### src/zsr_pkg.sv
package zsr_pkg;

	// Register indexes of the configuration port
	localparam logic [1:0] REG_PEDESTAL  = 2'd0;
	localparam logic [1:0] REG_THRESHOLD = 2'd1;
	localparam logic [1:0] REG_PADDING   = 2'd2;
	localparam int         REG_IDX_W     = 2;

	// Register reset values and widths
	localparam int PEDESTAL_RST  = 100;
	localparam int THRESHOLD_RST = 12;
	localparam int PADDING_RST   = 5;
	localparam int PAD_REG_W     = 5;

	// Distance counter since the last signal sample saturates here
	localparam int              SINCE_W   = 6;
	localparam logic [SINCE_W-1:0] SINCE_MAX = '1;

	// Command from the classifier to the output sequencer
	typedef enum logic [0:0] {
		CMD_STORE = 1'b0,  // non-region sample goes into the preroll line
		CMD_EMIT  = 1'b1   // emit cnt preroll samples, then the sample itself
	} cmd_op_t;

endpackage

### src/zsr_if.sv
// Input channel: one ADC sample per transaction
interface zsr_in_if #(
	parameter int SAMPLE_BITS = 12,
	parameter int TICK_BITS   = 16
);
	logic                   valid;
	logic                   ready;
	logic [SAMPLE_BITS-1:0] sample_value;
	logic [TICK_BITS-1:0]   window_start_tick;
	logic                   window_last;

	modport source (output valid, output sample_value, output window_start_tick,
		output window_last, input ready);
	modport sink (input valid, input sample_value, input window_start_tick,
		input window_last, output ready);
endinterface

// Output channel: one kept sample per transaction
interface zsr_out_if #(
	parameter int SAMPLE_BITS = 12,
	parameter int TICK_BITS   = 16
);
	logic                   valid;
	logic                   ready;
	logic [SAMPLE_BITS-1:0] kept_sample;
	logic [TICK_BITS-1:0]   roi_start_tick;
	logic                   roi_last;

	modport source (output valid, output kept_sample, output roi_start_tick,
		output roi_last, input ready);
	modport sink (input valid, input kept_sample, input roi_start_tick,
		input roi_last, output ready);
endinterface

### src/zero_suppression_roi_extractor_core.sv
// Zero-suppression ROI extractor. Takes the ADC samples of a pad window in
// order and passes on only samples inside regions of interest, each tagged
// with the region's start tick and a last-of-region flag. A classifier
// accepts one sample per cycle and queues a command (four entries) to the
// output sequencer, which owns the preroll line. A sample that only goes
// into the preroll line costs the sequencer a command pop, and a sample
// with a single result a command pop, then an output load. A sample that
// opens a region with preroll occupies the sequencer for a command pop,
// then a registered read of the preroll memory and an output load for
// each preroll sample, then the load of the sample itself. The sequencer
// pops the next command only once it is done with the last. Input stalls
// only when the command queue is full. The output is registered.
// Configuration writes take effect on the next cycle and are meant to be
// made while the block is idle.
module zero_suppression_roi_extractor_core import zsr_pkg::*; #(
	parameter int MAX_PADDING = 31,
	parameter int SAMPLE_BITS = 12,
	parameter int TICK_BITS   = 16
) (
	input  logic                   clk,
	input  logic                   arst_n,
	input  logic                   cfg_we,
	input  logic [REG_IDX_W-1:0]   cfg_index,
	input  logic [SAMPLE_BITS-1:0] cfg_data,
	zsr_in_if.sink                 in_ch,
	zsr_out_if.source              out_ch
);

	localparam int CNT_W = $clog2(MAX_PADDING + 1);
	localparam int CMD_W = 1 + CNT_W + SAMPLE_BITS + TICK_BITS + 1;

	logic [SAMPLE_BITS-1:0] pedestal_q;
	logic [SAMPLE_BITS-1:0] threshold_q;
	logic [PAD_REG_W-1:0]   padding_q;

	logic             push, full, pop, head_valid;
	logic [CMD_W-1:0] push_data, head_data;

	// configuration registers
	always_ff @(posedge clk or negedge arst_n) begin
		if (!arst_n) begin
			pedestal_q  <= SAMPLE_BITS'(PEDESTAL_RST);
			threshold_q <= SAMPLE_BITS'(THRESHOLD_RST);
			padding_q   <= PAD_REG_W'(PADDING_RST);
		end else if (cfg_we) begin
			case (cfg_index)
				REG_PEDESTAL:  pedestal_q  <= cfg_data;
				REG_THRESHOLD: threshold_q <= cfg_data;
				REG_PADDING:   padding_q   <= cfg_data[PAD_REG_W-1:0];
				default: begin
				end
			endcase
		end
	end

	zsr_front #(
		.MAX_PADDING (MAX_PADDING),
		.SAMPLE_BITS (SAMPLE_BITS),
		.TICK_BITS   (TICK_BITS),
		.CNT_W       (CNT_W),
		.CMD_W       (CMD_W)
	) u_front (
		.clk                     (clk),
		.arst_n                  (arst_n),
		.pedestal                (pedestal_q),
		.threshold_over_pedestal (threshold_q),
		.padding                 (padding_q),
		.in_valid                (in_ch.valid),
		.in_ready                (in_ch.ready),
		.sample_value            (in_ch.sample_value),
		.window_start_tick       (in_ch.window_start_tick),
		.window_last             (in_ch.window_last),
		.cmd_push                (push),
		.cmd_data                (push_data),
		.cmd_full                (full)
	);

	zsr_cmd_fifo #(
		.WIDTH (CMD_W),
		.DEPTH (4)
	) u_queue (
		.clk        (clk),
		.arst_n     (arst_n),
		.push       (push),
		.push_data  (push_data),
		.full       (full),
		.pop        (pop),
		.head_data  (head_data),
		.head_valid (head_valid)
	);

	zsr_back #(
		.MAX_PADDING (MAX_PADDING),
		.SAMPLE_BITS (SAMPLE_BITS),
		.TICK_BITS   (TICK_BITS),
		.CNT_W       (CNT_W),
		.CMD_W       (CMD_W)
	) u_back (
		.clk            (clk),
		.arst_n         (arst_n),
		.cmd_valid      (head_valid),
		.cmd_data       (head_data),
		.cmd_pop        (pop),
		.out_valid      (out_ch.valid),
		.out_ready      (out_ch.ready),
		.kept_sample    (out_ch.kept_sample),
		.roi_start_tick (out_ch.roi_start_tick),
		.roi_last       (out_ch.roi_last)
	);

endmodule

### src/zsr_front.sv
module zsr_front import zsr_pkg::*; #(
	parameter int MAX_PADDING = 31,
	parameter int SAMPLE_BITS = 12,
	parameter int TICK_BITS   = 16,
	parameter int CNT_W       = $clog2(MAX_PADDING + 1),
	parameter int CMD_W       = 1 + CNT_W + SAMPLE_BITS + TICK_BITS + 1
) (
	input  logic                   clk,
	input  logic                   arst_n,
	// configuration
	input  logic [SAMPLE_BITS-1:0] pedestal,
	input  logic [SAMPLE_BITS-1:0] threshold_over_pedestal,
	input  logic [PAD_REG_W-1:0]   padding,
	// input samples
	input  logic                   in_valid,
	output logic                   in_ready,
	input  logic [SAMPLE_BITS-1:0] sample_value,
	input  logic [TICK_BITS-1:0]   window_start_tick,
	input  logic                   window_last,
	// command queue
	output logic                   cmd_push,
	output logic [CMD_W-1:0]       cmd_data,
	input  logic                   cmd_full
);

	typedef struct packed {
		cmd_op_t                op;
		logic [CNT_W-1:0]       cnt;
		logic [SAMPLE_BITS-1:0] sample;
		logic [TICK_BITS-1:0]   tick;
		logic                   last;
	} cmd_t;

	localparam logic [CNT_W-1:0] PAD_MAX = CNT_W'(MAX_PADDING);

	logic                   wopen_q;
	logic [TICK_BITS-1:0]   base_q;
	logic [TICK_BITS-1:0]   idx_q;
	logic [CNT_W-1:0]       pcnt_q;
	logic                   inreg_q;
	logic [SINCE_W-1:0]     since_q;
	logic [TICK_BITS-1:0]   rstart_q;

	logic                   accept;
	logic [CNT_W-1:0]       pad;
	logic                   sig;
	logic [TICK_BITS-1:0]   base_c, idx_c;
	logic [CNT_W-1:0]       pcnt_c, cnt_c;
	logic                   inreg_c;
	logic [SINCE_W-1:0]     since_c;
	logic                   wopen_n, inreg_n, last_c;
	logic [TICK_BITS-1:0]   idx_n, rstart_n;
	logic [CNT_W-1:0]       pcnt_n;
	logic [SINCE_W-1:0]     since_n;
	cmd_t                   cmd;

	assign accept   = in_valid && in_ready;
	assign in_ready = !cmd_full;
	assign cmd_push = accept;
	assign cmd_data = cmd;

	// effective padding, clipped to MAX_PADDING (one less than the line depth)
	assign pad = ({1'b0, padding} > (PAD_REG_W + 1)'(MAX_PADDING)) ? PAD_MAX : CNT_W'(padding);

	assign sig = {1'b0, sample_value} >= ({1'b0, pedestal} + {1'b0, threshold_over_pedestal});

	// window start resets the per-window state
	always_comb begin
		base_c  = wopen_q ? base_q  : window_start_tick;
		idx_c   = wopen_q ? idx_q   : '0;
		pcnt_c  = wopen_q ? pcnt_q  : '0;
		inreg_c = wopen_q ? inreg_q : 1'b0;
		since_c = wopen_q ? since_q : '0;
	end

	// classify the sample and form its command
	always_comb begin
		cnt_c    = (pcnt_c > pad) ? pad : pcnt_c;
		since_n  = since_c;
		inreg_n  = inreg_c;
		pcnt_n   = pcnt_c;
		rstart_n = rstart_q;
		last_c   = 1'b0;
		cmd.op     = CMD_STORE;
		cmd.cnt    = '0;
		cmd.sample = sample_value;
		cmd.tick   = rstart_q;
		cmd.last   = 1'b0;
		if (inreg_c) begin
			if (sig) begin
				since_n = '0;
			end else if (since_c != SINCE_MAX) begin
				since_n = since_c + 1'b1;
			end
			last_c   = (since_n >= pad) || window_last;
			cmd.op   = CMD_EMIT;
			cmd.last = last_c;
			if (last_c) begin
				inreg_n = 1'b0;
				pcnt_n  = '0;
			end
		end else if (sig) begin
			rstart_n = base_c + idx_c - TICK_BITS'(cnt_c);
			since_n  = '0;
			last_c   = (pad == '0) || window_last;
			inreg_n  = !last_c;
			pcnt_n   = '0;
			cmd.op   = CMD_EMIT;
			cmd.cnt  = cnt_c;
			cmd.tick = rstart_n;
			cmd.last = last_c;
		end else begin
			pcnt_n = (pcnt_c < pad) ? pcnt_c + 1'b1 : pad;
		end
		// window end
		if (window_last) begin
			wopen_n = 1'b0;
			inreg_n = 1'b0;
			pcnt_n  = '0;
			since_n = '0;
			idx_n   = '0;
		end else begin
			wopen_n = 1'b1;
			idx_n   = idx_c + 1'b1;
		end
	end

	always_ff @(posedge clk or negedge arst_n) begin
		if (!arst_n) begin
			wopen_q  <= 1'b0;
			base_q   <= '0;
			idx_q    <= '0;
			pcnt_q   <= '0;
			inreg_q  <= 1'b0;
			since_q  <= '0;
			rstart_q <= '0;
		end else if (accept) begin
			wopen_q  <= wopen_n;
			base_q   <= base_c;
			idx_q    <= idx_n;
			pcnt_q   <= pcnt_n;
			inreg_q  <= inreg_n;
			since_q  <= since_n;
			rstart_q <= rstart_n;
		end
	end

endmodule

### src/zsr_cmd_fifo.sv
module zsr_cmd_fifo #(
	parameter int WIDTH = 8,
	parameter int DEPTH = 4
) (
	input  logic             clk,
	input  logic             arst_n,
	input  logic             push,
	input  logic [WIDTH-1:0] push_data,
	output logic             full,
	input  logic             pop,
	output logic [WIDTH-1:0] head_data,
	output logic             head_valid
);

	localparam int PTR_W = $clog2(DEPTH);

	logic [WIDTH-1:0] slot_q [DEPTH];
	logic [PTR_W-1:0] wr_q, rd_q;
	logic [PTR_W:0]   count_q;

	assign full       = (count_q == (PTR_W + 1)'(DEPTH));
	assign head_valid = (count_q != '0);
	assign head_data  = slot_q[rd_q];

	// storage slots
	always_ff @(posedge clk) begin
		if (push) begin
			slot_q[wr_q] <= push_data;
		end
	end

	// pointers and fill count
	always_ff @(posedge clk or negedge arst_n) begin
		if (!arst_n) begin
			wr_q    <= '0;
			rd_q    <= '0;
			count_q <= '0;
		end else begin
			if (push) begin
				wr_q <= (wr_q == PTR_W'(DEPTH - 1)) ? '0 : wr_q + 1'b1;
			end
			if (pop) begin
				rd_q <= (rd_q == PTR_W'(DEPTH - 1)) ? '0 : rd_q + 1'b1;
			end
			if (push && !pop) begin
				count_q <= count_q + 1'b1;
			end else if (pop && !push) begin
				count_q <= count_q - 1'b1;
			end
		end
	end

	a_no_overflow: assert property (@(posedge clk) disable iff (!arst_n) push |-> !full || pop)
		else $error("command queue overflow");
	a_no_underflow: assert property (@(posedge clk) disable iff (!arst_n) pop |-> head_valid)
		else $error("command queue underflow");

endmodule

### src/zsr_back.sv
module zsr_back import zsr_pkg::*; #(
	parameter int MAX_PADDING = 31,
	parameter int SAMPLE_BITS = 12,
	parameter int TICK_BITS   = 16,
	parameter int CNT_W       = $clog2(MAX_PADDING + 1),
	parameter int CMD_W       = 1 + CNT_W + SAMPLE_BITS + TICK_BITS + 1
) (
	input  logic                   clk,
	input  logic                   arst_n,
	// command queue head
	input  logic                   cmd_valid,
	input  logic [CMD_W-1:0]       cmd_data,
	output logic                   cmd_pop,
	// result output
	output logic                   out_valid,
	input  logic                   out_ready,
	output logic [SAMPLE_BITS-1:0] kept_sample,
	output logic [TICK_BITS-1:0]   roi_start_tick,
	output logic                   roi_last
);

	typedef struct packed {
		cmd_op_t                op;
		logic [CNT_W-1:0]       cnt;
		logic [SAMPLE_BITS-1:0] sample;
		logic [TICK_BITS-1:0]   tick;
		logic                   last;
	} cmd_t;

	typedef enum logic [3:0] {
		S_IDLE = 4'b0001,
		S_READ = 4'b0010,
		S_LOAD = 4'b0100,
		S_LAST = 4'b1000
	} state_t;

	localparam int LINE_DEPTH = MAX_PADDING + 1;
	localparam int ADDR_W     = $clog2(LINE_DEPTH);
	localparam logic [ADDR_W:0]   DEPTH_V = (ADDR_W + 1)'(LINE_DEPTH);
	localparam logic [ADDR_W-1:0] TOP_A   = ADDR_W'(LINE_DEPTH - 1);

	logic [SAMPLE_BITS-1:0] line_q [LINE_DEPTH];
	logic [SAMPLE_BITS-1:0] rd_data_q;
	logic [ADDR_W-1:0]      wr_q, rd_q;
	logic [CNT_W-1:0]       k_q;
	cmd_t                   cur_q;
	state_t                 state_q;
	logic                   out_valid_q;

	cmd_t                   head;
	logic                   out_free;
	logic                   out_load;
	logic                   store_en;
	logic [ADDR_W-1:0]      start_a;

	assign head      = cmd_data;
	assign out_free  = !out_valid_q || out_ready;
	assign out_load  = ((state_q == S_LOAD) || (state_q == S_LAST)) && out_free;
	assign cmd_pop   = (state_q == S_IDLE) && cmd_valid;
	assign store_en  = cmd_pop && (head.op == CMD_STORE);
	assign out_valid = out_valid_q;

	// oldest preroll entry of the burst, modulo the line depth
	assign start_a = (wr_q >= ADDR_W'(head.cnt)) ? wr_q - ADDR_W'(head.cnt)
		: ADDR_W'({1'b0, wr_q} + DEPTH_V - (ADDR_W + 1)'(head.cnt));

	// preroll line with registered read
	always_ff @(posedge clk) begin
		if (store_en) begin
			line_q[wr_q] <= head.sample;
		end
		if (state_q == S_READ) begin
			rd_data_q <= line_q[rd_q];
		end
	end

	// output payload register
	always_ff @(posedge clk) begin
		if (state_q == S_LOAD && out_free) begin
			kept_sample    <= rd_data_q;
			roi_start_tick <= cur_q.tick;
			roi_last       <= 1'b0;
		end else if (state_q == S_LAST && out_free) begin
			kept_sample    <= cur_q.sample;
			roi_start_tick <= cur_q.tick;
			roi_last       <= cur_q.last;
		end
	end

	// sequencer: stores preroll samples; on an emit, preroll burst, then the triggering sample
	always_ff @(posedge clk or negedge arst_n) begin
		if (!arst_n) begin
			state_q     <= S_IDLE;
			out_valid_q <= 1'b0;
			wr_q        <= '0;
			rd_q        <= '0;
			k_q         <= '0;
			cur_q       <= '0;
		end else begin
			// output valid: set on a load, cleared once taken
			if (out_load) begin
				out_valid_q <= 1'b1;
			end else if (out_ready) begin
				out_valid_q <= 1'b0;
			end
			case (state_q)
				S_IDLE: begin
					if (store_en) begin
						wr_q <= (wr_q == TOP_A) ? '0 : wr_q + 1'b1;
					end else if (cmd_pop) begin
						cur_q <= head;
						k_q   <= '0;
						rd_q  <= start_a;
						state_q <= (head.cnt == '0) ? S_LAST : S_READ;
					end
				end
				S_READ: begin
					state_q <= S_LOAD;
				end
				S_LOAD: begin
					if (out_free) begin
						k_q  <= k_q + 1'b1;
						rd_q <= (rd_q == TOP_A) ? '0 : rd_q + 1'b1;
						state_q <= (k_q + 1'b1 == cur_q.cnt) ? S_LAST : S_READ;
					end
				end
				S_LAST: begin
					if (out_free) begin
						state_q <= S_IDLE;
					end
				end
				default: begin
					state_q <= S_IDLE;
				end
			endcase
		end
	end

	a_read_then_load: assert property (@(posedge clk) disable iff (!arst_n)
		(state_q == S_READ) |=> (state_q == S_LOAD))
		else $error("preroll read not followed by load");
	a_burst_in_range: assert property (@(posedge clk) disable iff (!arst_n)
		(state_q == S_LOAD) |-> (k_q < cur_q.cnt))
		else $error("preroll burst ran past its count");

endmodule
### src/flat_wrapper.sv
// flat-port wrapper written by rule: the top's interface ports become plain ports
module zero_suppression_roi_extractor_core_flat import zsr_pkg::*;
#(
	parameter int MAX_PADDING = 31,
	parameter int SAMPLE_BITS = 12,
	parameter int TICK_BITS   = 16
)
  (clk, arst_n, cfg_we, cfg_index, cfg_data, in_ch_valid, in_ch_sample_value, in_ch_window_start_tick, in_ch_window_last, in_ch_ready, out_ch_valid, out_ch_kept_sample, out_ch_roi_start_tick, out_ch_roi_last, out_ch_ready);
  zsr_in_if #(.SAMPLE_BITS(SAMPLE_BITS), .TICK_BITS(TICK_BITS)) in_ch_i ();
  zsr_out_if #(.SAMPLE_BITS(SAMPLE_BITS), .TICK_BITS(TICK_BITS)) out_ch_i ();
  input  logic clk;
  input  logic arst_n;
  input  logic cfg_we;
  input  logic [REG_IDX_W-1:0] cfg_index;
  input  logic [SAMPLE_BITS-1:0] cfg_data;
  input wire logic [$bits(in_ch_i.valid)-1:0] in_ch_valid;
  input wire logic [$bits(in_ch_i.sample_value)-1:0] in_ch_sample_value;
  input wire logic [$bits(in_ch_i.window_start_tick)-1:0] in_ch_window_start_tick;
  input wire logic [$bits(in_ch_i.window_last)-1:0] in_ch_window_last;
  output wire logic [$bits(in_ch_i.ready)-1:0] in_ch_ready;
  output wire logic [$bits(out_ch_i.valid)-1:0] out_ch_valid;
  output wire logic [$bits(out_ch_i.kept_sample)-1:0] out_ch_kept_sample;
  output wire logic [$bits(out_ch_i.roi_start_tick)-1:0] out_ch_roi_start_tick;
  output wire logic [$bits(out_ch_i.roi_last)-1:0] out_ch_roi_last;
  input wire logic [$bits(out_ch_i.ready)-1:0] out_ch_ready;
  assign in_ch_i.valid = in_ch_valid;
  assign in_ch_i.sample_value = in_ch_sample_value;
  assign in_ch_i.window_start_tick = in_ch_window_start_tick;
  assign in_ch_i.window_last = in_ch_window_last;
  assign in_ch_ready = in_ch_i.ready;
  assign out_ch_valid = out_ch_i.valid;
  assign out_ch_kept_sample = out_ch_i.kept_sample;
  assign out_ch_roi_start_tick = out_ch_i.roi_start_tick;
  assign out_ch_roi_last = out_ch_i.roi_last;
  assign out_ch_i.ready = out_ch_ready;
  zero_suppression_roi_extractor_core #(.MAX_PADDING(MAX_PADDING), .SAMPLE_BITS(SAMPLE_BITS), .TICK_BITS(TICK_BITS)) u_core (.clk(clk), .arst_n(arst_n), .cfg_we(cfg_we), .cfg_index(cfg_index), .cfg_data(cfg_data), .in_ch(in_ch_i), .out_ch(out_ch_i));
endmodule
### config.mk
export PLATFORM = sky130hd
export DESIGN_NAME = zero_suppression_roi_extractor_core_flat
export DESIGN_NICKNAME = d
export VERILOG_FILES = /design/src/zsr_pkg.sv /design/src/zsr_if.sv /design/src/zero_suppression_roi_extractor_core.sv /design/src/zsr_front.sv /design/src/zsr_cmd_fifo.sv /design/src/zsr_back.sv /design/src/flat_wrapper.sv
export SDC_FILE = /design/constraint.sdc
export NUM_CORES = 1
export LEC_CHECK = 0
export BUFFER_PORTS_ARGS = -buffer_cell sky130_fd_sc_hd__buf_2
export CAP_MARGIN = 20
export CORE_MARGIN = 2
export CORE_UTILIZATION = 50
export CTS_BUF_LIST = sky130_fd_sc_hd__clkbuf_4
export DETAILED_ROUTE_END_ITERATION = 10
export GPL_TIMING_DRIVEN = 0
export PLACE_DENSITY = 0.73
export SYNTH_ARGS = -nofsm -noshare
export SYNTH_HDL_FRONTEND = slang
export SYNTH_SLANG_ARGS = --single-unit
### constraint.sdc
create_clock -name clk -period 8.6 [get_ports clk]
set_input_delay 0.86 -clock clk [delete_from_list [all_inputs] [get_ports clk]]
set_output_delay 0.86 -clock clk [all_outputs]
set_load 0.01 [all_outputs]
Yosys cells after proc, flatten, opt, wreduce, memory -nomap -nowiden
Memories as Yosys holds them, arrays and structs flattened. A register that Yosys moved wholly into a read port is not among the register bits.
Cells that the tools add are included.
{ "word_totals": {"out_inout_bits": 31, "mem_bits_rw": 524, "regBits": 180, "in_bits": 48, "memories": 2, "word_cells": 162} }
{ "classes": {"n_reduce_logical": 33, "bitwise": 3, "n_lt_le_gt_ge": 5, "muxes": 61, "n_eq_ne": 17, "add_sub_neg": 16} }
{ "mem_list": {"columns": ["memory", "depth", "width", "read_ports", "rd_clocked_by_memory_dff", "wr", "line", "source"], "rows": [
  ["u_core.u_back.line_q", 32, 12, 1, 1, 1, "zsr_back.sv:42", "logic [SAMPLE_BITS-1:0] line_q [LINE_DEPTH];"],
  ["u_core.u_queue.slot_q", 4, 35, 1, 0, 1, "zsr_cmd_fifo.sv:17", "logic [WIDTH-1:0] slot_q [DEPTH];"]
]} }
{ "ops": {"columns": ["operator", "n"], "rows": [
  ["2-to-1 mux 16 bit", 6],
  ["2-to-1 mux 5 bit", 17],
  ["2-to-1 mux 6 bit", 8],
  ["adder 5 x 1 -> 5 bit (second input constant)", 5],
  ["2-to-1 mux 12 bit", 2],
  ["2-to-1 mux 4 bit", 6],
  ["case mux 5 bit (2 select lines)", 2],
  ["2-to-1 mux 17 bit", 1],
  ["adder 16 x 1 -> 16 bit (second input constant)", 1],
  ["adder 16 bit", 1],
  ["case mux 4 bit (4 select lines)", 1],
  ["subtractor 16 x 5 -> 16 bit", 1],
  ["2-to-1 mux 1 bit", 14],
  ["adder 12 x 12 -> 13 bit", 1],
  ["greater-or-equal comparator 12 x 13 -> 1 bit", 1],
  ["equality test 5 bit (second input constant)", 2],
  ["logical NOT 5 bit", 2],
  ["subtractor 5 bit", 2],
  ["logical AND 1 bit", 8],
  ["inequality test 2 bit (second input constant)", 4],
  ["AND reduction 2 bit", 4],
  ["AND reduction 4 bit", 2],
  ["nonzero test 2 bit", 4],
  ["adder 6 x 1 -> 6 bit (second input constant)", 1],
  ["other kinds (24)", 39]
]} }

Depth between registers and ports, before layout
Gate-level depths: netlist of the first run.
{ "logic_depth": {"ltp_word": 10, "mapped_depth": 24, "mapped_depth_nobuf": 23} }

Modules after synthesis
A second synthesis of the first run with hierarchy kept.
{ "unflattened": {"hier_cells": 2075, "hier_area_um2": 31358.8} }
{ "modules_own_cells": {"columns": ["module", "instances", "cells_each", "area_per_inst_um2", "seq_area_each_um2"], "rows": [
  ["zsr_back", 1, 1132, 19074.5, 14104.8],
  ["zsr_front", 1, 660, 5631.7, 1526.5],
  ["zsr_cmd_fifo", 1, 220, 5522.8, 4379.2],
  ["zero_suppression_roi_extractor_core", 1, 63, 1129.8, 734.5]
]} }

Worst setup path after synthesis of the first run
Ideal clock, no wire load.
{ "synth_path": {"kind": "register to register", "from": "reg u_core.u_front.wopen_q", "to": "mem u_core.u_queue.slot_q[0][15] (netlist name) (data pin)", "path_stages_with_launch": 23, "setup_ns": 0.273, "t_required_ns": 8.327, "period_less_slack_ns": 4.966, "arrival_ns": 4.693, "slack_ns": 3.634, "n_path_buf": 2, "path_cell_list": "dfrtp_1 > buf_2 > buf_1 > and2_1 > ha_1 > nor2b_1 > o21ai_0 > nand2b_1 > a221oi_1 > a41o_1 > mux2_2 > ha_1 > inv_1 > ha_1 > inv_1 > fa_1 > nor2b_1 > o31a_1 > o21ai_1 > a311oi_1 > o41ai_1 > xnor2_1 > mux2_1"} }
{ "synth_via": {"elab_chain_cells": 6, "word_cells_on_any_way": 10, "classes_between": "add/sub (2); order compare (1); mux (7)"} }
{ "synth_lines": {"columns": ["element", "line", "source"], "rows": [
  ["start, declared", "zsr_front.sv:36", "logic wopen_q;"],
  ["start signal, assigned", "zsr_front.sv:138", "wopen_q <= wopen_n;"],
  ["branches (longest 5 deep; another with adder 16 bit)", null, null],
  ["2-to-1 mux 16 bit *", "zsr_front.sv:89", "if (inreg_c) begin"],
  ["net u_core.push_data[15]", "zero_suppression_roi_extractor_core.sv:37", "logic [CMD_W-1:0] push_data, head_data;"],
  ["end, declared", "zsr_cmd_fifo.sv:17", null]
]} }
Mark *: on every way through the listed nets, which the timed path passes.

Worst setup path in the final report of the first run
{ "layout_path": {"from": "reg u_core.u_front.wopen_q", "to": "mem u_core.u_queue.slot_q[2][15] (netlist name) (data pin)"} }
Same word-level chain as after synthesis.

==> metrics, run 1 <==
sequential cell area fraction in the yosys report=0.679; Slew HR=0.258; most frequent cells in the layout=edfxtp_1 (564), clkbuf_4 (282), mux4_2 (154); net count after synthesis=about 1900; WL/cell=around 22 microns; Final #Nets=2190; final WL=around 67000 microns; fin. max-slew vios=0; Crit path max-delay family=compound AO/OA/AOI/OAI gates; drt drc=0; Resize count post-CTS=0; CP Buf/Inv Count=4; Hold Path End=u_core.u_queue.slot_q[3][24]; # port buffers=78; critical path type=register to register; commonest non-fill, non-tap cell in the layout=edfxtp_1; largest net degree at the start of global routing=between 70 and 80; area grow syn2layout=13.6%; hpwl dp=about 45000 microns; clk buf depth=3; Yosys warnings=0; f_max=about 160 MHz; Gate Count Post-Synth=between 1500 and 2000; I/O pins=79; worst vdd ir=about 170 uV; Max Cap Viol=0; Crit-path slowest cell=a311oi_1; ys flop type=edfxtp_1; Setup Viol. Count Final=0; via count of the routed design=around 17000; Async SR Flop Fraction=0.211; crit path DAT=around 7 ns; Clock transition at path regs=around 0.070 ns; antenna viol nets, final=0; status=finished, final reports clean; Final Skew=~0.076 ns; Yosys top cell area share=0.554; hold_sp=in_ch_sample_value[7]; Slew @ Worst Pin=between 1 and 1.5 ns; total grt overflow=0; setup tns final=0 ns; Final GP Congestion=0.869; PD cells=358 nW/um^2; CP required=9.28 ns; first-pass GRT wire length=101000 microns; clock root cell=clkbuf_4; Pre-Repair DR Iteration Count=5; worst hold-check path type=primary input to register; leading post-synthesis cells by cell area=edfxtp_1 (55%), dfrtp_1 (12%), mux4_2 (11%); Final period util=0.717; Core Box Area=60400 sq um; Yosys cell types=69; row cnt=90; number of synthesized flops with an enable pin=564; WHS=approximately 0.15 ns; LEAKAGE=12.7 nW; vias in the first global route=approximately 18000; Iteration-0 DRC Markers=roughly 1500; crit-path cells=buf_2 -> buf_1 -> and2_1 -> ha_1 -> nor2b_1 -> o21ai_0 -> nand2b_1 -> a221oi_1 -> a41o_1 -> mux2_2 -> ha_1 -> inv_1 -> ha_1 -> inv_1 -> fa_1 -> nor2b_1 -> o31a_1 -> o21ai_1 -> a311oi_1 -> o41ai_1 -> xnor2_1 -> mux2_1; CP Launch Type=register; Clock Sinks=slightly above 700; min Tclk post-route=between 6 and 7 ns; worst reg2reg startpoint=u_core.u_front.wopen_q; initial antenna violation count=3; Crit Reg-Reg Endpoint=u_core.u_queue.slot_q[2][15]; register bit total from synthesis=716; Post-Syn Area per Cell=~17 sq um; Fin. Hold Viols=0; Max FO, Critical Path=10; Storage cell area=a little over 20000 sq um; Slowest Stage Delay on Critical Path=0.53 ns; hold path depth=1; Die Ht=251 microns; CTS tree=done; Reg2Reg Depth=22; GRT Resource Usage Total=0.216; Starting Density=0.506; chip width=251 microns; cts bufs inserted=~180; flop2flop setup slack=approximately 2.4 ns; via/cell ratio=5.74; unrepaired setup endpoints after global routing=no; Die ar.=between 60000 and 70000 sq um; Fill cells=approximately 4600; multi-input combinational cell area=approximately 9300 sq um; Post-Syn Area=about 30000 sq um; Synth area leader=edfxtp_1; Crit. End Element=register; H-tree depth=4; clk_lat worst skew=0.98 ns; Critical Path Most Common Cell=ha_1; layout cell share with drive strength beyond 1=0.326
## worst reg2reg max path, stage by stage (launching register included)
cell and delay (ns):
dfrtp_1 0.44, buf_2 0.28, buf_1 0.51, and2_1 0.28
ha_1 0.26, nor2b_1 0.13, o21ai_0 0.13, nand2b_1 0.07
a221oi_1 0.36, a41o_1 0.28, mux2_2 0.41, ha_1 0.28
inv_1 0.05, ha_1 0.18, inv_1 0.08, fa_1 0.46
nor2b_1 0.16, o31a_1 0.17, o21ai_1 0.12, a311oi_1 0.53
o41ai_1 0.18, xnor2_1 0.17, mux2_1 0.36
## registers in the layout, summed over array words and instances, names as in the netlist, 6 cells and up
register	flops
u_core.u_front.base_q	16
u_core.pedestal_q	12
u_core.u_back.roi_start_tick	16
u_core.u_front.idx_q	16
u_core.u_queue.slot_q	140
u_core.u_back.line_q	384
u_core.u_back.cur_q	34
u_core.u_back.rd_data_q	12
u_core.threshold_q	12
u_core.u_back.kept_sample	12
u_core.u_front.since_q	6
u_core.u_front.rstart_q	16
## layer usage
metal / wire length, microns / global-route usage
met4: 2160 / 0.105
met1: 26600 / 0.272
met5: 0 / 0
met3: 5100 / 0.0587
met2: 32800 / 0.349
## cells in the mapped netlist (all sizes together), types with 11 or more instances
cell	number
a21o	12
a21oi	25
and2	11
buf	32
clkbuf	39
dfrtp	143
edfxtp	564
ha	81
inv	55
mux2	128
mux2i	18
mux4	155
nand2	90
nand3	24
nor2	87
o21a	13
o21ai	72
xnor2	22
xor2	19
## cell type report
| cell class | count | area share |
|---|---|---|
| multi-input cells | 914 | 0.268 |
| clock inverters | 44 | 0.00595 |
| inverters | 56 | 0.00605 |
| repair buffers | 118 | 0.0243 |
| well taps | 782 | 0.0282 |
| flip-flops and latches | 716 | 0.598 |
| clock buffers | 282 | 0.0610 |
| diodes | 2 | 0.000144 |
| plain buffers | 71 | 0.00883 |
## cell families (layout without fill, tap and decap cells)
family | after synthesis | in the layout | share of synthesized area
flip-flops | 716 | 716 | 0.679
adder cells (fa/ha/maj) | 89 | 89 | 0.0384
XOR/XNOR | 41 | 41 | 0.0118
multiplexers | 301 | 301 | 0.167
AO/OA/AOI/OAI | 197 | 197 | 0.0416
buffers and inverters | 127 | 571 | 0.0169
AND/OR/NAND/NOR | 286 | 286 | 0.0450
other | 0 | 2 | 0
## worst max-delay path by stage
stage / startpoint / to / slack (ns) / depth (start not counted)
after floorplan: u_core.u_front.wopen_q / u_core.u_queue.slot_q[0][15] / 3.63 / 22
after global placement: u_core.u_front.wopen_q / u_core.u_queue.slot_q[0][15] / 2.73 / 19
after detailed placement: u_core.u_front.wopen_q / u_core.u_queue.slot_q[3][15] / 2.57 / 22
after CTS: u_core.u_front.wopen_q / u_core.u_queue.slot_q[2][15] / 2.55 / 19
after global routing: u_core.u_front.wopen_q / u_core.u_queue.slot_q[2][15] / 2.07 / 22
final: u_core.u_front.wopen_q / u_core.u_queue.slot_q[2][15] / 2.43 / 22
## power breakdown
part           internal [W]  leakage, nW  switching (W)  total [W]
clock network       0.00149         1.39        0.00133    0.00282
registers           0.00482         6.97       0.000236    0.00506
logic               0.00187         4.36        0.00267    0.00454
total               0.00818         12.7        0.00424     0.0124
## stage by stage
stage,cell area (sq um),cells,total power (W),util,setup WS (ns)
6_report,34700,2985,0.0124,0.575,2.43
3_5_place_dp,32200,2638,0.00964,0.534,2.57
2_1_floorplan,30600,1757,0.00812,-,3.63
3_3_place_gp,31900,2617,0.00942,0.529,2.73
4_1_cts,34600,2966,0.0125,0.573,2.55
5_1_grt,34700,2985,0.0131,0.575,2.07
## repair_timing
action                                 4_1_cts  5_1_grt
hold buffers                                 2        0
setup endpoints to repair                    0        0
buffers inserted                             0        0
endpoints found under the hold margin       71        0
(Power assumes the default switching activity.)
==> inputs of run 2 (changes only) <==
Settings changed: ABC_AREA set to 1.
Clock period 8.6 ns to 6.29 ns, I/O delays scaled along.
==> metrics, run 2 <==
ys flop type=edfxtp_1 (unchanged); I/O pins=79 (unchanged); Reg with most FFs=u_core.u_back.line_q (unchanged); clk_lat worst skew=1.08 ns (was 0.98 ns); unrepaired setup endpoints after global routing=no (unchanged); status=finished, final reports clean (unchanged); clk buf depth=3 (unchanged); leading post-synthesis cells by cell area=edfxtp_1 (54%), dfrtp_1 (11%), o21ai_0 (6.4%) (was edfxtp_1 (55%), dfrtp_1 (12%), mux4_2 (11%)); Yosys top cell area share=0.537 (was 0.554); vias in the first global route=23400 (was 17700); Die Ht=255 microns (was 251 microns); Logic pwr share=0.418 (was 0.365); max FFs per register=384 (unchanged); CTS tree=done (unchanged); Post-Syn Area=31500 sq um (was 30600 sq um); row cnt=92 (was 90); WL/cell=21.0 microns (was 22.3 microns); Yosys cell types=61 (was 69); CP Launch Type=register (unchanged); Setup Viol. Count Final=0 (unchanged); H-tree depth=4 (unchanged); Slew HR=0.298 (was 0.258); Max Cap Viol=0 (unchanged); largest net degree at the start of global routing=82 (was 79); register bit total from synthesis=716 (unchanged); postcts setup bufs=0 (unchanged); first-pass GRT wire length=132000 microns (was 101000 microns); Async SR Flop Fraction=0.211 (unchanged); Final Skew=0.0983 ns (was 0.0765 ns); crit path DAT=6.09 ns (was 6.85 ns); flop2flop setup slack=1.02 ns (was 2.43 ns); Setup Slack @ Placement=1.03 ns (was 2.57 ns); GRT Resource Usage Total=0.271 (was 0.216); hold path depth=3 (was 1); net count after synthesis=2950 (was 1894); Fin. Hold Viols=0 (unchanged); initial antenna violation count=2 (was 3); hold_sp=in_ch_window_start_tick[6] (was in_ch_sample_value[7]); P_sw=0.00782 W (was 0.00424 W); total grt overflow=0 (unchanged); Resize count post-CTS=0 (unchanged); Final period util=0.838 (was 0.717); worst hold-check path type=primary input to register (unchanged); Critical Path Start=u_core.u_front.wopen_q (unchanged); Starting Density=0.503 (was 0.506); Gate Count Post-Synth=2813 (was 1757); LEAKAGE=14.1 nW (was 12.7 nW); Pre-Repair DR Iteration Count=8 (was 5); setup tns final=0 ns (unchanged); drt drc=0 (unchanged); cts bufs inserted=178 (was 176); layout cell share with drive strength beyond 1=0.163 (was 0.326); count leader, synth=edfxtp_1 (unchanged); fin. max-slew vios=0 (unchanged); chip width=255 microns (was 251 microns); via count of the routed design=23700 (was 17100); Post-Syn Area per Cell=11.2 sq um (was 17.4 sq um); Clock transition at path regs=0.06 ns (was 0.07 ns); final WL=87300 microns (was 66700 microns); # port buffers=78 (unchanged); Crit Reg-Reg Endpoint=u_core.u_queue.slot_q[0][11] (was u_core.u_queue.slot_q[2][15]); commonest cells in the netlist=edfxtp_1 (564), o21ai_0 (406), nor2_1 (398) (was edfxtp_1 (564), mux4_2 (154), dfrtp_1 (143)); min Tclk post-route=5.27 ns (was 6.17 ns); Reg2Reg Depth=26 (was 22); Crit. End Element=register (unchanged); via/cell ratio=5.71 (was 5.74); number of synthesized flops with an enable pin=564 (unchanged); worst reg2reg startpoint=u_core.u_front.wopen_q (unchanged); commonest non-fill, non-tap cell in the layout=edfxtp_1 (unchanged); f_max=190 MHz (was 162 MHz); Fill cells=5122 (was 4561); worst vdd ir=286 uV (was 168 uV); Hold Path End=u_core.u_front.base_q[6] (was u_core.u_queue.slot_q[3][24]); antenna viol nets, final=0 (unchanged); sequential cell area fraction in the yosys report=0.658 (was 0.679); Clock Sinks=716 (unchanged); Final #Nets=3294 (was 2190); leading registers by flop count=u_core.u_back.line_q (384), u_core.u_queue.slot_q (140), u_core.u_back.cur_q (34) (unchanged); critical path type=register to register (unchanged); Flop pwr share=0.370 (was 0.407); final setup margin=1.02 ns (was 2.43 ns); Iteration-0 DRC Markers=2929 (was 1495); Slew @ Worst Pin=1.05 ns (was 1.11 ns); Synth area leader=edfxtp_1 (unchanged); hpwl dp=59700 microns (was 45000 microns); clock power share=0.212 (was 0.227); PD cells=516 nW/um^2 (was 358 nW/um^2); Die ar.=65100 sq um (was 63100 sq um); CP required=7.11 ns (was 9.28 ns); clock root cell=clkbuf_4 (unchanged); P_int=0.0111 W (was 0.00818 W); most frequent cells in the layout=edfxtp_1 (564), o21ai_0 (406), nor2_1 (389) (was edfxtp_1 (564), clkbuf_4 (282), mux4_2 (154)); Final GP Congestion=0.918 (was 0.869); area grow syn2layout=16.2% (was 13.6%); switch share=0.413 (was 0.341); Max FO, Critical Path=10 (unchanged); Yosys warnings=0 (unchanged); Core Box Area=62700 sq um (was 60400 sq um)
run 2: cell count changes in the layout (fill, tap and decap cells not counted), moves of 28 or more:
cell / previous run / this run
mux4_2: 154 / 0
nor2_1: 86 / 389
o22ai_1: 9 / 65
o221ai_1: 1 / 36
nand3_1: 23 / 87
inv_1: 55 / 211
clkbuf_1: 39 / 88
o21ai_0: 71 / 406
o21ai_1: 1 / 29
dlygate4sd3_1: 2 / 41
nand2_1: 90 / 376
mux2_2: 117 / 1
run 2: kinds of logic after synthesis:
group	Yosys count	share of synthesized area
flops	716	0.658
fa+ha+maj	89	0.0372
compound gates	662	0.119
buf+inv	355	0.0465
mux	12	0.00385
simple gates	934	0.123
xor+xnor	45	0.0125
run 2: what timing repair did:
action                     CTS  global route
setup endpoints to repair    0             0
hold endpoints to repair   159             0
hold buffers                41             0
run 2: routing by layer:
metal	vias up	global-route usage	share of wire
li1	10800	-	-
met1	11500	0.340	0.38
met2	1288	0.449	0.48
met3	238	0.0593	0.098
met4	0	0.131	0.043
met5	-	0	0
run 2: power by group through the flow:
| stage | Combinational [W] | Clock [W] | Sequential [W] |
|---|---|---|---|
| 6_report | 0.00790 | 0.00401 | 0.00700 |
| 5_1_grt | 0.00854 | 0.00431 | 0.00706 |
| 4_1_cts | 0.00775 | 0.00406 | 0.00700 |
| 3_5_place_dp | 0.00768 | 0 | 0.00709 |
| 3_3_place_gp | 0.00695 | 0 | 0.00716 |
| 2_1_floorplan | 0.00459 | 0 | 0.00703 |
run 2: metrics by stage:
step	hold slack [ns]	power, W	instances	instance area, sq um	utilization
2_1_floorplan	0.333	0.0116	2813	31500	-
4_1_cts	0.00978	0.0188	4140	36600	0.583
6_report	0.0668	0.0189	4153	36700	0.584
5_1_grt	0.0620	0.0199	4152	36700	0.584
3_5_place_dp	0.433	0.0148	3776	33800	0.539
3_3_place_gp	0.431	0.0141	3737	33000	0.526
run 2: layout make-up:
| class | count | area [sq um] | area share |
|---|---|---|---|
| repair buffers | 164 | 1480 | 0.0402 |
| clock buffers | 274 | 2060 | 0.0561 |
| diodes | 7 | 17.5 | 0.000478 |
| plain buffers | 135 | 633 | 0.0173 |
| inverters | 220 | 833 | 0.0227 |
| well taps | 846 | 1060 | 0.0289 |
| clock inverters | 49 | 298 | 0.00812 |
| multi-input cells | 1742 | 9540 | 0.260 |
| flip-flops and latches | 716 | 20700 | 0.566 |
run 2: how the worst max path moves through the flow:
stage / endpoint / slack [ns]
final: u_core.u_queue.slot_q[0][11] / 1.02
after CTS: u_core.u_queue.slot_q[0][11] / 1.01
after floorplan: u_core.u_queue.slot_q[0][11] / 2.03
after global placement: u_core.u_queue.slot_q[3][11] / 1.15
after global routing: u_core.u_queue.slot_q[2][11] / 0.58
after detailed placement: u_core.u_queue.slot_q[1][11] / 1.03
run 2: worst max-delay path, stage by stage, from the launching register on:
cell and delay, ns:
dfrtp_1 0.35, buf_4 0.18, buf_4 0.20, nand2_1 0.17
inv_1 0.09, ha_1 0.30, a21oi_1 0.06, or2_2 0.27
nand3_1 0.20, nand2_1 0.21, o21ai_0 0.45, inv_1 0.09
ha_1 0.28, inv_1 0.05, ha_1 0.20, inv_1 0.09
fa_1 0.47, inv_1 0.09, nand3_1 0.07, nand2_1 0.13
a21boi_0 0.17, o21ai_0 0.30, nand2_1 0.08, nand2_1 0.08
xor2_1 0.20, nand2_1 0.09, o21ai_1 0.19
